[src/rtl/bgd_pkg.sv]
// shared types and constants of the button gesture detector
// no dependencies; imported by every other file of the block
package bgd_pkg;

  localparam int CNT_W = 32;
  localparam int TMR_W = 16;
  localparam int BTN_W = 2;
  localparam int IDX_W = 3;
  localparam int CC_W  = 8;
  localparam int LEV_W = 4;

  localparam logic [IDX_W-1:0] REG_LONG_PRESS  = 3'd0;
  localparam logic [IDX_W-1:0] REG_MULTI_PRESS = 3'd1;
  localparam logic [IDX_W-1:0] REG_DEBOUNCE    = 3'd2;
  localparam logic [IDX_W-1:0] REG_REPEAT_EN   = 3'd3;
  localparam logic [IDX_W-1:0] REG_REPEAT_IVL  = 3'd4;
  localparam logic [IDX_W-1:0] REG_DETECT_EN   = 3'd5;

  localparam logic [TMR_W-1:0] LONG_PRESS_RST  = 16'd2000;
  localparam logic [TMR_W-1:0] MULTI_PRESS_RST = 16'd500;
  localparam logic [TMR_W-1:0] DEBOUNCE_RST    = 16'd50;
  localparam logic [TMR_W-1:0] REPEAT_IVL_RST  = 16'd200;

  localparam logic [CC_W-1:0] CC_MAX = 8'd255;

  typedef enum logic [2:0] {
    EV_PRESS   = 3'd0,
    EV_RELEASE = 3'd1,
    EV_LONG    = 3'd2,
    EV_DOUBLE  = 3'd3,
    EV_TRIPLE  = 3'd4
  } event_t;

  typedef enum logic [2:0] {
    ST_IDLE,
    ST_HOLD,
    ST_REPEAT,
    ST_WINDOW,
    ST_CHANGE,
    ST_DONE
  } state_t;

  typedef struct packed {
    logic [BTN_W-1:0] btn;
    event_t           code;
    logic [CNT_W-1:0] total;
  } result_t;

  typedef struct packed {
    logic [CNT_W-1:0] now;
    logic [CNT_W-1:0] stamp;
    logic [TMR_W-1:0] debounce;
    logic [TMR_W-1:0] multi;
    logic [TMR_W-1:0] countdown;
  } unit_req_t;

  typedef struct packed {
    logic             lt_debounce;
    logic             le_multi;
    logic             expire;
    logic [TMR_W-1:0] countdown_next;
  } unit_rsp_t;

  typedef struct packed {
    logic room;
    logic pend_valid;
  } out_status_t;

endpackage

[src/rtl/bgd_unit.sv]
// shared arithmetic unit: elapsed time compares and countdown step
// depends on bgd_pkg
module bgd_unit (
  input  bgd_pkg::unit_req_t req,
  output bgd_pkg::unit_rsp_t rsp
);
  import bgd_pkg::*;

  logic [CNT_W-1:0] elapsed;

  assign elapsed = req.now - req.stamp;

  always_comb begin
    rsp.lt_debounce    = elapsed < {{(CNT_W-TMR_W){1'b0}}, req.debounce};
    rsp.le_multi       = elapsed <= {{(CNT_W-TMR_W){1'b0}}, req.multi};
    rsp.expire         = req.countdown <= TMR_W'(1);
    rsp.countdown_next = rsp.expire ? '0 : req.countdown - TMR_W'(1);
  end

endmodule

[src/rtl/bgd_out.sv]
// result stage: holds one result back so the final one can carry tlast
// depends on bgd_pkg
module bgd_out (
  input  logic                  clk,
  input  logic                  rst,
  input  logic                  push,
  input  logic                  flush,
  input  bgd_pkg::result_t      res,
  output bgd_pkg::out_status_t  status,
  output logic                  m_tvalid,
  input  logic                  m_tready,
  output logic [39:0]           m_tdata,  // button_index[1:0], press_total[33:2], zeros
  output logic [2:0]            m_tuser,  // event_code
  output logic                  m_tlast
);
  import bgd_pkg::*;

  result_t pend;
  result_t out_res;
  logic    pend_valid;
  logic    out_valid;
  logic    out_last;
  logic    out_free;
  logic    load_push;
  logic    load_flush;

  assign out_free   = !out_valid || m_tready;
  assign load_push  = push && (!pend_valid || out_free);
  assign load_flush = !push && flush && pend_valid && out_free;

  assign status.room       = !pend_valid || out_free;
  assign status.pend_valid = pend_valid;

  always_ff @(posedge clk) begin
    if (rst) begin
      pend_valid <= 1'b0;
      out_valid  <= 1'b0;
    end else if (load_push) begin
      pend_valid <= 1'b1;
      if (pend_valid) begin
        out_valid <= 1'b1;
      end else if (m_tready) begin
        out_valid <= 1'b0;
      end
    end else if (load_flush) begin
      pend_valid <= 1'b0;
      out_valid  <= 1'b1;
    end else if (m_tready) begin
      out_valid <= 1'b0;
    end
  end

  always_ff @(posedge clk) begin
    if (load_push) begin
      pend <= res;
      if (pend_valid) begin
        out_res  <= pend;
        out_last <= 1'b0;
      end
    end else if (load_flush) begin
      out_res  <= pend;
      out_last <= 1'b1;
    end
  end

  assign m_tvalid = out_valid;
  assign m_tdata  = {6'b0, out_res.total, out_res.btn};
  assign m_tuser  = out_res.code;
  assign m_tlast  = out_last;

endmodule

[src/rtl/button_gesture_detector.sv]
// button gesture detector top level: sequencer, per-button state, config
// depends on bgd_pkg, bgd_unit, bgd_out
//
// usage:
//   s_* channel takes one request at a time: s_tuser is the opcode (0 tick,
//   1 level change), s_tdata carries levels and the changed mask.
//   m_* channel returns zero to eight events per request, tlast on the final.
//   wr_en/wr_index/wr_data write the six config registers; the user must
//   write only while idle, as the block itself does not enforce it.
// timing:
//   a tick walks the buttons one at a time through the shared unit: a hold
//   step and a window step per button, with a repeat step between them when
//   its hold timer expires, then a closing step for the request; a level
//   change takes a change step per button and the closing step, and a change
//   while disabled only the closing step. s_tready is high only between requests.
// reset clears all config to defaults and all button state, no sweep needed.
// a stalled receiver holds the sequencer when an event is due or the request
// closes while both the held-back result and the output register are full;
// the last result may wait in the output register while the next request is taken.
module button_gesture_detector #(
  parameter int BUTTONS = 4
) (
  input  logic        clk,
  input  logic        rst,
  input  logic        s_tvalid,
  output logic        s_tready,
  input  logic [7:0]  s_tdata,   // levels[3:0], changed_mask[7:4]
  input  logic        s_tuser,   // opcode
  output logic        m_tvalid,
  input  logic        m_tready,
  output logic [39:0] m_tdata,   // button_index[1:0], press_total[33:2], zeros
  output logic [2:0]  m_tuser,   // event_code
  output logic        m_tlast,
  input  logic        wr_en,
  input  logic [2:0]  wr_index,
  input  logic [15:0] wr_data
);
  import bgd_pkg::*;

  localparam int ACTIVE = (BUTTONS < 4) ? BUTTONS : 4;
  localparam int IW     = (ACTIVE > 1) ? $clog2(ACTIVE) : 1;
  localparam logic [IW-1:0] LAST_BTN = IW'(ACTIVE - 1);

  // config
  logic [TMR_W-1:0] long_press_ms;
  logic [TMR_W-1:0] multi_press_ms;
  logic [TMR_W-1:0] debounce_ms;
  logic             repeat_enable;
  logic [TMR_W-1:0] repeat_ivl;
  logic             detector_enable;
  logic             disable_write;

  // per-button state
  logic [ACTIVE-1:0] held_flag;
  logic [ACTIVE-1:0] prior_level;
  logic [ACTIVE-1:0] long_fired;
  logic [ACTIVE-1:0] debounce_armed;
  logic [ACTIVE-1:0] hold_armed;
  logic [ACTIVE-1:0] window_armed;
  logic [CNT_W-1:0]  release_stamp [ACTIVE];
  logic [CNT_W-1:0]  press_tally [ACTIVE];
  logic [CC_W-1:0]   consec [ACTIVE];
  logic [TMR_W-1:0]  hold_cd [ACTIVE];
  logic [TMR_W-1:0]  window_cd [ACTIVE];

  logic [CNT_W-1:0] now_count;
  logic [LEV_W-1:0] item_levels;
  logic [LEV_W-1:0] item_mask;
  logic [IW-1:0]    btn;

  state_t state;
  state_t state_next;

  unit_req_t   ureq;
  unit_rsp_t   ursp;
  out_status_t ost;
  result_t     res;

  logic   accept;
  logic   step;
  logic   go;
  logic   emit;
  event_t emit_code;
  logic   hold_exp;
  logic   win_exp;
  logic   chg;
  logic   pressed;
  logic   bounce;
  logic   do_press;
  logic   do_release;

  assign s_tready      = (state == ST_IDLE);
  assign accept        = s_tvalid && s_tready;
  assign disable_write = wr_en && (wr_index == REG_DETECT_EN) && !wr_data[0];

  always_ff @(posedge clk) begin
    if (rst) begin
      long_press_ms   <= LONG_PRESS_RST;
      multi_press_ms  <= MULTI_PRESS_RST;
      debounce_ms     <= DEBOUNCE_RST;
      repeat_enable   <= 1'b0;
      repeat_ivl      <= REPEAT_IVL_RST;
      detector_enable <= 1'b1;
    end else if (wr_en) begin
      case (wr_index)
        REG_LONG_PRESS:  long_press_ms   <= wr_data;
        REG_MULTI_PRESS: multi_press_ms  <= wr_data;
        REG_DEBOUNCE:    debounce_ms     <= wr_data;
        REG_REPEAT_EN:   repeat_enable   <= wr_data[0];
        REG_REPEAT_IVL:  repeat_ivl      <= wr_data;
        REG_DETECT_EN:   detector_enable <= wr_data[0];
        default: ;
      endcase
    end
  end

  // shared unit operands follow the current button and phase
  always_comb begin
    ureq.now       = now_count;
    ureq.stamp     = release_stamp[btn];
    ureq.debounce  = debounce_ms;
    ureq.multi     = multi_press_ms;
    ureq.countdown = (state == ST_WINDOW) ? window_cd[btn] : hold_cd[btn];
  end

  bgd_unit u_unit (
    .req (ureq),
    .rsp (ursp)
  );

  always_comb begin
    hold_exp   = hold_armed[btn] && ursp.expire;
    win_exp    = window_armed[btn] && ursp.expire;
    chg        = item_mask[btn];
    pressed    = item_levels[btn];
    bounce     = debounce_armed[btn] && ursp.lt_debounce;
    do_press   = chg && !bounce && pressed && !prior_level[btn];
    do_release = chg && !bounce && !pressed && prior_level[btn];
  end

  // outputs of the sequencer
  always_comb begin
    emit      = 1'b0;
    emit_code = EV_PRESS;
    step      = 1'b0;
    case (state)
      ST_HOLD: begin
        step      = 1'b1;
        emit      = hold_exp && held_flag[btn] && !long_fired[btn];
        emit_code = EV_LONG;
      end
      ST_REPEAT: begin
        step      = 1'b1;
        emit      = repeat_enable && held_flag[btn] && long_fired[btn];
        emit_code = EV_PRESS;
      end
      ST_WINDOW: begin
        step = 1'b1;
        emit = win_exp && (consec[btn] != '0);
        if (consec[btn] == CC_W'(1)) begin
          emit_code = EV_PRESS;
        end else if (consec[btn] == CC_W'(2)) begin
          emit_code = EV_DOUBLE;
        end else begin
          emit_code = EV_TRIPLE;
        end
      end
      ST_CHANGE: begin
        step      = 1'b1;
        emit      = do_release;
        emit_code = EV_RELEASE;
      end
      default: ;
    endcase
  end

  assign go = step && (!emit || ost.room);

  // next state
  always_comb begin
    state_next = state;
    case (state)
      ST_IDLE: begin
        if (accept) begin
          if (!s_tuser) begin
            state_next = ST_HOLD;
          end else if (detector_enable) begin
            state_next = ST_CHANGE;
          end else begin
            state_next = ST_DONE;
          end
        end
      end
      ST_HOLD: begin
        if (go) begin
          state_next = hold_exp ? ST_REPEAT : ST_WINDOW;
        end
      end
      ST_REPEAT: begin
        if (go) begin
          state_next = ST_WINDOW;
        end
      end
      ST_WINDOW: begin
        if (go) begin
          state_next = (btn == LAST_BTN) ? ST_DONE : ST_HOLD;
        end
      end
      ST_CHANGE: begin
        if (go && btn == LAST_BTN) begin
          state_next = ST_DONE;
        end
      end
      ST_DONE: begin
        if (ost.room) begin
          state_next = ST_IDLE;
        end
      end
      default: state_next = ST_IDLE;
    endcase
  end

  always_ff @(posedge clk) begin
    if (rst) begin
      state     <= ST_IDLE;
      now_count <= '0;
      btn       <= '0;
    end else begin
      state <= state_next;
      if (accept) begin
        btn <= '0;
        if (!s_tuser) begin
          now_count <= now_count + CNT_W'(1);
        end
      end else if (go && (state == ST_WINDOW || state == ST_CHANGE) && btn != LAST_BTN) begin
        btn <= btn + IW'(1);
      end
    end
  end

  always_ff @(posedge clk) begin
    if (accept) begin
      item_levels <= s_tdata[3:0];
      item_mask   <= s_tdata[7:4];
    end
  end

  // per-button state update
  always_ff @(posedge clk) begin
    if (rst) begin
      held_flag      <= '0;
      prior_level    <= '0;
      long_fired     <= '0;
      debounce_armed <= '0;
      hold_armed     <= '0;
      window_armed   <= '0;
      for (int i = 0; i < ACTIVE; i++) begin
        release_stamp[i] <= '0;
        press_tally[i]   <= '0;
        consec[i]        <= '0;
        hold_cd[i]       <= '0;
        window_cd[i]     <= '0;
      end
    end else if (disable_write) begin
      held_flag      <= '0;
      prior_level    <= '0;
      long_fired     <= '0;
      debounce_armed <= '0;
      hold_armed     <= '0;
      window_armed   <= '0;
      for (int i = 0; i < ACTIVE; i++) begin
        consec[i]    <= '0;
        hold_cd[i]   <= '0;
        window_cd[i] <= '0;
      end
    end else if (go) begin
      case (state)
        ST_HOLD: begin
          if (hold_armed[btn]) begin
            hold_cd[btn] <= ursp.countdown_next;
            if (ursp.expire) begin
              hold_armed[btn] <= 1'b0;
              if (held_flag[btn]) begin
                long_fired[btn] <= 1'b1;
              end
            end
          end
        end
        ST_REPEAT: begin
          if (emit) begin
            hold_armed[btn] <= 1'b1;
            hold_cd[btn]    <= repeat_ivl;
          end
        end
        ST_WINDOW: begin
          if (window_armed[btn]) begin
            window_cd[btn] <= ursp.countdown_next;
            if (ursp.expire) begin
              window_armed[btn] <= 1'b0;
              consec[btn]       <= '0;
            end
          end
        end
        ST_CHANGE: begin
          if (chg && !bounce) begin
            debounce_armed[btn] <= 1'b0;
            prior_level[btn]    <= pressed;
            if (do_press) begin
              held_flag[btn]    <= 1'b1;
              press_tally[btn]  <= press_tally[btn] + CNT_W'(1);
              long_fired[btn]   <= 1'b0;
              window_armed[btn] <= 1'b0;
              hold_armed[btn]   <= 1'b1;
              hold_cd[btn]      <= long_press_ms;
              if (ursp.le_multi) begin
                if (consec[btn] < CC_MAX) begin
                  consec[btn] <= consec[btn] + CC_W'(1);
                end
              end else begin
                consec[btn] <= CC_W'(1);
              end
            end else if (do_release) begin
              held_flag[btn]      <= 1'b0;
              release_stamp[btn]  <= now_count;
              debounce_armed[btn] <= 1'b1;
              hold_armed[btn]     <= 1'b0;
              if (!long_fired[btn]) begin
                window_armed[btn] <= 1'b1;
                window_cd[btn]    <= multi_press_ms;
              end
            end
          end
        end
        default: ;
      endcase
    end
  end

  always_comb begin
    res.btn   = BTN_W'(btn);
    res.code  = emit_code;
    res.total = press_tally[btn];
  end

  bgd_out u_out (
    .clk      (clk),
    .rst      (rst),
    .push     (emit && go),
    .flush    (state == ST_DONE),
    .res      (res),
    .status   (ost),
    .m_tvalid (m_tvalid),
    .m_tready (m_tready),
    .m_tdata  (m_tdata),
    .m_tuser  (m_tuser),
    .m_tlast  (m_tlast)
  );

  // no result is held back once a request has closed
  a_idle_drained: assert property (@(posedge clk) disable iff (rst)
    (state == ST_IDLE) |-> !ost.pend_valid)
    else $error("result still pending while idle");

  // an event is only produced when the output stage has room
  a_push_room: assert property (@(posedge clk) disable iff (rst)
    (emit && go) |-> ost.room)
    else $error("event pushed without room");

  // button counter stays within the active buttons
  a_btn_range: assert property (@(posedge clk) disable iff (rst)
    btn <= LAST_BTN)
    else $error("button counter out of range");

  // a tick request advances the millisecond counter by one
  a_tick_count: assert property (@(posedge clk) disable iff (rst)
    (accept && !s_tuser) |=> (now_count == $past(now_count) + CNT_W'(1)))
    else $error("tick did not advance the counter");

endmodule
[config.mk]
export PLATFORM = sky130hd
export DESIGN_NAME = button_gesture_detector
export DESIGN_NICKNAME = d
export VERILOG_FILES = /design/src/rtl/bgd_pkg.sv /design/src/rtl/bgd_unit.sv /design/src/rtl/bgd_out.sv /design/src/rtl/button_gesture_detector.sv
export SDC_FILE = /design/constraint.sdc
export NUM_CORES = 1
export LEC_CHECK = 0
export BUFFER_PORTS_ARGS = -buffer_cell sky130_fd_sc_hd__buf_4
export CORE_MARGIN = 1
export CORE_UTILIZATION = 28
export CTS_BUF_LIST = sky130_fd_sc_hd__clkbuf_4
export DETAILED_ROUTE_END_ITERATION = 10
export SLEW_MARGIN = 20
export SYNTH_ARGS = -nofsm -noshare
export SYNTH_HDL_FRONTEND = slang
export SYNTH_SLANG_ARGS = --single-unit
[constraint.sdc]
create_clock -name clk -period 9.03 [get_ports clk]
set_input_delay 0.4515 -clock clk [delete_from_list [all_inputs] [get_ports clk]]
set_output_delay 0.4515 -clock clk [all_outputs]
set_load 0.005 [all_outputs]
==> run metrics, run 1 <==
flops & latches, synth 630; first-pass GRT wire length 126.4 mm; final weighted congestion in routability-driven placement 0.8695; largest net degree at the start of global routing 90; hold buffers post-CTS 36; wire per inst 18.56 um; crit path time final 7.678 ns; CTS clock-pin slew for the worst setup and hold paths 0.07 ns; Setup TNS Final 0 ns; Worst EP required 9.64 ns; Worst-Margin Slew 1.104 ns; vias in the first global route 21352; filler instances 11038; Crit-path slowest cell dfxtp_4; Routed WL 81.61 mm; Final Hold Fails 0; initial antenna violation count 4; Ys Warns 0; gr usage total 14.61%; peak supply drop 0.08084 mV; Crit. End Element flop; cts repair resizes 0; PwrDens 207.4 nW/um^2; Congestion Overflow GR 0; Routed Antenna Nets 0; placed cell count 4058; crit path max fanout 45; Switching Power 2.244 mW; CTS sink cnt 630; CTS H-tree lvls 4; family with the most delay on the worst path compound AO/OA/AOI/OAI gates; hold slack 0.1461 ns; Levels on crit path 21; Post-CTS Setup Inserts 0; Sw Share 30.36%; design area 35640 um^2; # rows 121; hold crit path type primary input to flop; r2r worst-path depth 21; Post-Synthesis Cells 2613; CTS max path bufs 3; Post-route DRC 0; Core ar. 109300 um^2; Post-synth ARST share 0%; clock group share of total power 34.9%; Mapped Area 31040 um^2; Initial Utilization 28.39%; register area share after synthesis 56.73%; P_leak 12.63 nW; P&R area growth vs syn 14.82%; commonest register cell after synthesis edfxtp_1; P_int 5.146 mW; Buf/Inv on CP 2; CP cell instances buf_4 > mux4_2 > inv_1 > ha_1 > o211ai_1 > a21o_1 > a21oi_1 > o21ai_0 > nand2_1 > xor2_1 > ha_1 > nor2b_1 > o21ai_0 > o2111ai_1 > a21o_1 > a21oi_1 > nor4b_2 > and4_1 > nor3_1 > o211ai_2 > nand2_1; initial detailed-routing violation count 1758; WHS Endpoint item_levels[2]; number of max-cap violations 0; Reg2Reg Capture Point window_cd[0][6]; share of layout cells above drive strength 1 19.80%; Max Clk Rate 130.2 MHz; Sequential Power Share 45.1%; Crit Path Class flop to flop; HPWL reported at the end of detailed placement 55.38 mm; DP Area 33080 um^2; RSZ-0062 raised after global routing no; Setup violations, final 0; die height 334.9 um; Clock Tree Root clkbuf_4; critical hold path startpoint s_tdata[2]; Num CTS Buffers 170; Die Width 334.9 um; Slew Limit Fails 0; mean post-synth cell area 11.88 um^2; crit path launch type flop; Post-synth EDFFs 499; outcome completed; Final Skew 0.1139 ns; routed vias 21331; R2R setup slack 1.35 ns; Worst Path Arrival 8.29 ns; die area 112200 um^2; total chip power 7.390 mW; hold depth 2; fin cells 4396; Yosys cell types 88; Slew headroom 24.48%; # port buffers 72; DR pass1 iterations 5; TritonCTS clock tree done; Ports 79; vias per inst 4.852; Total Nets Final 2900; Comb pwr share 20.0%; Clock Latency Late Sink 1.11 ns; final worst-path cycle share 85.03%; crit-path max cell delay 0.84 ns
registers in the layout, indices dropped and copies added, names as in the netlist, 16 cells and up, named ones only:
name            cells
press_tally       128
consec             32
now_count          32
repeat_ivl         16
window_cd          64
release_stamp     128
debounce_ms        16
long_press_ms      16
multi_press_ms     16
hold_cd            64
u_out.m_tdata      34
u_out.pend         37
through the flow:
step	setup WS [ns]	utilization, %
2_1_floorplan	0.5011	-
3_3_place_gp	1.722	30.26
3_5_place_dp	1.532	30.26
4_1_cts	1.400	32.59
5_1_grt	0.7989	32.60
6_report	1.352	32.60
cell families after synthesis:
group / Yosys count / share of synthesized area (%)
other cells: 1 / 0.01208
flops: 630 / 56.73
compound gates: 360 / 8.111
buf+inv: 236 / 3.390
mux: 158 / 9.752
simple gates: 1057 / 16.22
xor+xnor: 94 / 2.653
fa+ha+maj: 77 / 3.128
power by group through the flow:
stage,Clock (mW),Combinational (mW),Sequential (mW)
6_report,2.58,1.48,3.33
4_1_cts,2.66,1.48,3.33
2_1_floorplan,0,1.07,3.34
5_1_grt,2.81,1.61,3.34
3_5_place_dp,0,1.46,3.39
3_3_place_gp,0,1.46,3.39
synth_stat cells (12+ instances only):
master,instances,area (um^2)
inv_1,90,337.8
o211ai_1,12,90.09
nand4_1,34,212.7
a211o_1,15,131.4
or3_1,13,81.33
clkbuf_1,79,296.5
a211oi_1,20,150.1
a221oi_2,12,180.2
nand2b_1,16,100.1
o21a_1,13,97.59
and3_1,28,175.2
xnor2_1,39,341.6
o21ai_0,43,215.2
edfxtp_1,499,14980
mux4_2,114,2567
mux2_2,15,168.9
mux2i_1,29,290.3
and2_1,138,863.3
nand3_1,55,275.3
buf_2,39,195.2
nor3_1,78,390.4
a21o_1,21,157.7
dfxtp_1,131,2623
ha_1,76,950.9
a21oi_1,137,685.7
nor2_1,374,1404
xor2_1,55,481.7
nor2b_1,15,93.84
a31oi_1,13,81.33
nand2_1,241,904.6
cell usage in the layout (no fill, tap or decap), drive strengths merged, types with 12 or more instances in the layout:
| cell type | Yosys | layout |
|---|---|---|
| nor4 | 12 | 12 |
| dfxtp | 131 | 131 |
| ha | 76 | 76 |
| nand3 | 55 | 55 |
| nand2 | 241 | 241 |
| nand2b | 16 | 16 |
| nand4 | 35 | 35 |
| or3 | 13 | 13 |
| a211oi | 21 | 21 |
| clkinv | 1 | 33 |
| o21ai | 50 | 50 |
| a21oi | 140 | 140 |
| nor2 | 376 | 376 |
| a211o | 15 | 15 |
| buf | 65 | 109 |
| mux2 | 15 | 15 |
| and2 | 138 | 138 |
| a31oi | 13 | 13 |
| o211ai | 16 | 16 |
| o21a | 13 | 13 |
| edfxtp | 499 | 499 |
| clkbuf | 80 | 254 |
| a21boi | 12 | 12 |
| and3 | 28 | 28 |
| inv | 90 | 96 |
| nor3 | 82 | 82 |
| mux4 | 114 | 114 |
| dlygate4sd3 | 0 | 36 |
| mux2i | 29 | 29 |
| nor2b | 15 | 15 |
| xnor2 | 39 | 39 |
| a21o | 21 | 21 |
| a221oi | 15 | 15 |
| xor2 | 55 | 55 |
final cells by class:
cell class	count	area [um^2]	area share, %
flip-flops and latches	630	17610	49.43
multi-input cells	1752	12460	34.97
clock buffers	254	1907	5.351
well taps	1476	1847	5.182
repair buffers	145	1179	3.307
inverters	91	341.6	0.9585
clock inverters	42	271.5	0.7619
diodes	6	15.01	0.04213
routing by layer:
metal / vias up / routed length (um) / track usage (%)
met5: - / 0 / 0
met4: 0 / 2443 / 6.024
met3: 159 / 4828 / 3.152
met2: 686 / 37770 / 22.81
met1: 10472 / 36560 / 19.58
li1: 10014 / - / -
worst max-delay path by stage:
stage,start,end,slack [ns]
floorplan,flop,release_stamp[3][0],0.50
global placement,flop,hold_cd[1][8],1.72
detailed placement,flop,window_cd[2][10],1.53
CTS,flop,hold_cd[2][5],1.40
global route,flop,window_cd[2][8],0.80
finish,flop,window_cd[0][6],1.35
No activity file was read; power rests on OpenSTA's default activity.
==> run 2: changes to the inputs <==
CORE_UTILIZATION = 45   (was 28)
==> run 2 against run 1 <==
  * Utilization rose by 19 points
  * First-iteration DRC count rose by 1.9%
  * Register-to-register slack got worse by 0.29 ns
  * Critical path type unchanged
  * Worst setup slack got worse by 0.29 ns
==> run metrics, run 2 (same netlist as run 1, synthesis figures left out) <==
outcome completed; Worst Path Arrival 8.44 ns; PwrDens 211.1 nW/um^2; HPWL reported at the end of detailed placement 55.75 mm; P&R area growth vs syn 12.38%; DR pass1 iterations 6; # port buffers 72; hold slack 0.1873 ns; CTS max path bufs 3; Max Clk Rate 125.4 MHz; Slew headroom 23.76%; routed vias 21688; Final Skew 0.08098 ns; Num CTS Buffers 167; final weighted congestion in routability-driven placement 0.9498; Setup TNS Final 0 ns; crit path launch type flop; wire per inst 21.85 um; Crit. End Element flop; initial antenna violation count 2; peak supply drop 0.1228 mV; Post-CTS Setup Inserts 0; initial detailed-routing violation count 1792; Routed Antenna Nets 0; Worst EP required 9.49 ns; first-pass GRT wire length 128.3 mm; Congestion Overflow GR 0; Clock Tree Root clkbuf_4; vias per inst 5.715; die area 70020 um^2; largest net degree at the start of global routing 72; Top Registers press_tally: 128 flops, release_stamp: 128 flops; die height 264.6 um; Ports 79; crit path time final 7.973 ns; Die Width 264.6 um; Final Hold Fails 0; RSZ-0062 raised after global routing no; Slew Limit Fails 0; Initial Utilization 45.81%; Routed WL 82.91 mm; CTS sink cnt 630; setup ws final 1.057 ns; Crit Path Class flop to flop; TritonCTS clock tree done; Clock Latency Late Sink 0.98 ns; gr usage total 24.02%; # rows 95; dpl ws 1.225 ns; total chip power 7.364 mW; post-layout util 51.48%; P_leak 12.62 nW; CTS clock-pin slew for the worst setup and hold paths 0.07 ns; Worst-Margin Slew 1.140 ns; number of max-cap violations 0; most frequent cells in the layout edfxtp_1, nor2_1, clkbuf_4, nand2_1, and2_1; Post-route DRC 0; hold crit path type primary input to flop; commonest non-fill, non-tap cell in the layout edfxtp_1; vias in the first global route 21971; CTS H-tree lvls 4; final worst-path cycle share 88.29%; crit path max fanout 31; Setup violations, final 0; share of layout cells above drive strength 1 19.49%; Total Nets Final 2896; Core ar. 67750 um^2
[run 2: path summary, 6_finish.rpt]
check	startpoint	endpoint	slack (ns)	depth (start not counted)
worst max-delay path	flop	window_cd[2][3]	1.06	20
worst min-delay path	s_tdata[2]	item_levels[2]	0.19	2
worst max register to register	flop	window_cd[2][3]	1.06	20
worst min register to register	u_out.pend[26]	u_out.m_tdata[28]	0.38	0
[run 2: cell type report]
type	instances	area, um^2
inverters	91	341.6
well taps	873	1092
repair buffers	144	1189
fillers	5994	32870
diodes	3	7.507
clock buffers	246	1847
multi-input cells	1752	12460
flip-flops and latches	630	17610
clock inverters	56	329.1
[run 2: power by group]
group	internal, mW	switching [mW]	leakage [nW]
combinational	0.550	0.948	5.31
sequential	3.25	0.0881	6.03
clock	1.32	1.21	1.28
[run 2: per-layer routing]
metal | routed length, um | track usage (%) | share of wire, %
met4 | 2126 | 9.161 | 2.6
met5 | 0 | 0 | 0
met1 | 35430 | 31.32 | 43
met3 | 4752 | 4.933 | 5.7
met2 | 40600 | 39.46 | 49
[run 2: worst max-delay path, stage by stage, from the launching register on]
cell,delay [ns]
dfxtp_4,0.82
mux4_2,0.59
ha_1,0.23
fa_1,0.40
nand2b_1,0.18
a21o_1,0.24
a21oi_1,0.33
o21ai_0,0.19
nand2_1,0.13
xor2_1,0.27
ha_1,0.30
nor2b_1,0.13
o21ai_0,0.18
o2111ai_1,0.16
a21o_1,0.27
a21oi_1,0.14
nor4b_2,0.25
and4_1,0.82
nor3_1,0.28
o211ai_2,0.81
nand2_1,0.72
[run 2: what timing repair did]
action	CTS	global route
resized for setup	0	0
hold buffers	35	0
hold endpoints to repair	107	0
[run 2: metrics by stage]
step | instances | cell area (um^2)
floorplan | 2618 | 31050
finish | 3795 | 34880
global placement | 3454 | 32310
CTS | 3792 | 34870
detailed placement | 3455 | 32340
global route | 3795 | 34880
==> run 3: changes to the inputs <==
CTS_CLUSTER_SIZE = 20   (was not set)
PLACE_DENSITY = 0.63   (was not set)
==> run 3 against run 2 <==
  * Maximum frequency is 6.7% higher
  * Routed wire length is 1.2% lower
  * Critical path depth is 2 higher
  * Combinational power hardly changed
  * Final cell count is 0.11% lower
  * Clock-buffer cell count is 5 lower
  * Sequential power hardly changed
  * Clock skew is 0.0017 ns lower
  * Critical endpoint is now hold_cd[3][13]
  * Largest cell class unchanged
==> run metrics, run 3 (same netlist as run 1, synthesis figures left out) <==
total chip power 7.330 mW; Worst-Margin Slew 1.066 ns; Routed Antenna Nets 0; Routed WL 81.96 mm; Die Width 264.6 um; final weighted congestion in routability-driven placement 0.9264; die height 264.6 um; commonest non-fill, non-tap cell in the layout edfxtp_1; Clock Tree Root clkbuf_4; setup ws final 1.561 ns; CTS sink cnt 630; Comb pwr share 20.1%; vias in the first global route 21568; Slew Limit Fails 0; crit path max fanout 33; final worst-path cycle share 82.71%; vias per inst 5.728; Congestion Overflow GR 0; fin cells 3791; Top Registers press_tally: 128 flops, release_stamp: 128 flops; CTS H-tree lvls 4; routed vias 21713; TritonCTS clock tree done; Post-route DRC 0; CTS max path bufs 3; Worst Path Arrival 8.05 ns; Initial Utilization 45.81%; Final Skew 0.07931 ns; Max Clk Rate 133.9 MHz; DP Area 32290 um^2; largest net degree at the start of global routing 91; clock group share of total power 34.3%; Clock Latency Late Sink 1.02 ns; Crit Path Class flop to flop; Setup TNS Final 0 ns; crit path time final 7.469 ns; share of layout cells above drive strength 1 19.16%; DR pass1 iterations 5; placed cell count 3452; P&R area growth vs syn 12.24%; wire per inst 21.62 um; hold slack 0.1839 ns; gr usage total 23.80%; P_leak 12.59 nW; Final Hold Fails 0; number of max-cap violations 0; dpl ws 1.502 ns; design area 34840 um^2; outcome completed; # port buffers 72; Crit. End Element flop; CTS clock-pin slew for the worst setup and hold paths 0.06 ns; hold crit path type primary input to flop; Core ar. 67750 um^2; Total Nets Final 2889; post-layout util 51.42%; Setup violations, final 0; peak supply drop 0.1308 mV; die area 70020 um^2; Sequential Power Share 45.6%; P_int 5.117 mW; Worst EP required 9.61 ns; Switching Power 2.214 mW; Sw Share 30.20%; initial detailed-routing violation count 1974; RSZ-0062 raised after global routing no; Ports 79; # rows 95; first-pass GRT wire length 127.2 mm; most frequent cells in the layout edfxtp_1, nor2_1, nand2_1, clkbuf_4, and2_1; PwrDens 210.4 nW/um^2; crit path launch type flop; Num CTS Buffers 161; Slew headroom 28.25%; initial antenna violation count 2; HPWL reported at the end of detailed placement 56.06 mm
-- run 3: cell types whose count changed in the layout (fill, tap and decap cells not counted), sizes merged --
cell / previous run / this run
clkinv: 46 / 44
inv: 95 / 94
bufinv: 2 / 3
clkinvlp: 4 / 5
dlygate4sd3: 35 / 37
diode: 3 / 6
clkbuf: 246 / 241
buf: 109 / 106
-- run 3: worst paths after layout --
path | depth (start not counted) | to | slack, ns | start
worst min register to register | 0 | u_out.m_tdata[31] | 0.40 | u_out.pend[29]
worst min-delay path | 2 | item_levels[0] | 0.18 | s_tdata[0]
worst max-delay path | 22 | hold_cd[3][13] | 1.56 | flop
worst max register to register | 22 | hold_cd[3][13] | 1.56 | flop
-- run 3: critical path, cell delays in order, from the launching register on --
cell and delay [ns]:
dfxtp_4 0.81, mux4_2 0.58, inv_1 0.06, ha_1 0.23
o211ai_1 0.12, a21oi_1 0.30, nor2_1 0.12, o21ai_0 0.29
a21o_1 0.17, a21oi_1 0.07, xnor2_1 0.29, ha_1 0.32
a21o_1 0.19, a21o_1 0.17, a21oi_1 0.13, o2111ai_1 0.13
a21o_1 0.25, a21oi_1 0.13, nor4b_2 0.23, and4_1 0.86
nor2_2 0.30, o31ai_4 0.71, nand2_1 0.61
-- run 3: cell type report --
cell class                 instances  area (um^2)
antenna                            6        15.01
clock buffer                     241         1809
clock inverter                    55        341.6
fill                            6016        32920
inverter                          91        341.6
multi-input combinational       1752        12460
sequential                       630        17610
tap                              873         1092
timing repair buffer             143         1166
-- run 3: routing by layer --
layer | GRT usage, % | up-vias | wire length (um)
li1 | - | 9995 | -
met4 | 9.947 | 0 | 2525
met1 | 31.90 | 10684 | 35150
met2 | 38.10 | 880 | 38980
met5 | 0 | - | 0
met3 | 4.385 | 154 | 5300
-- run 3: repair_timing --
item / in CTS / in global routing
hold buffers: 37 / 0
setup buffers: 0 / 0
resized for setup: 0 / 0
hold endpoints to repair: 92 / 0
-- run 3: power by group through the flow --
stage	Sequential [mW]	Clock [mW]	Combinational [mW]
4_1_cts	3.35	2.58	1.46
6_report	3.34	2.51	1.47
3_3_place_gp	3.40	0	1.43
5_1_grt	3.36	2.73	1.59
3_5_place_dp	3.41	0	1.44
2_1_floorplan	3.34	0	1.07
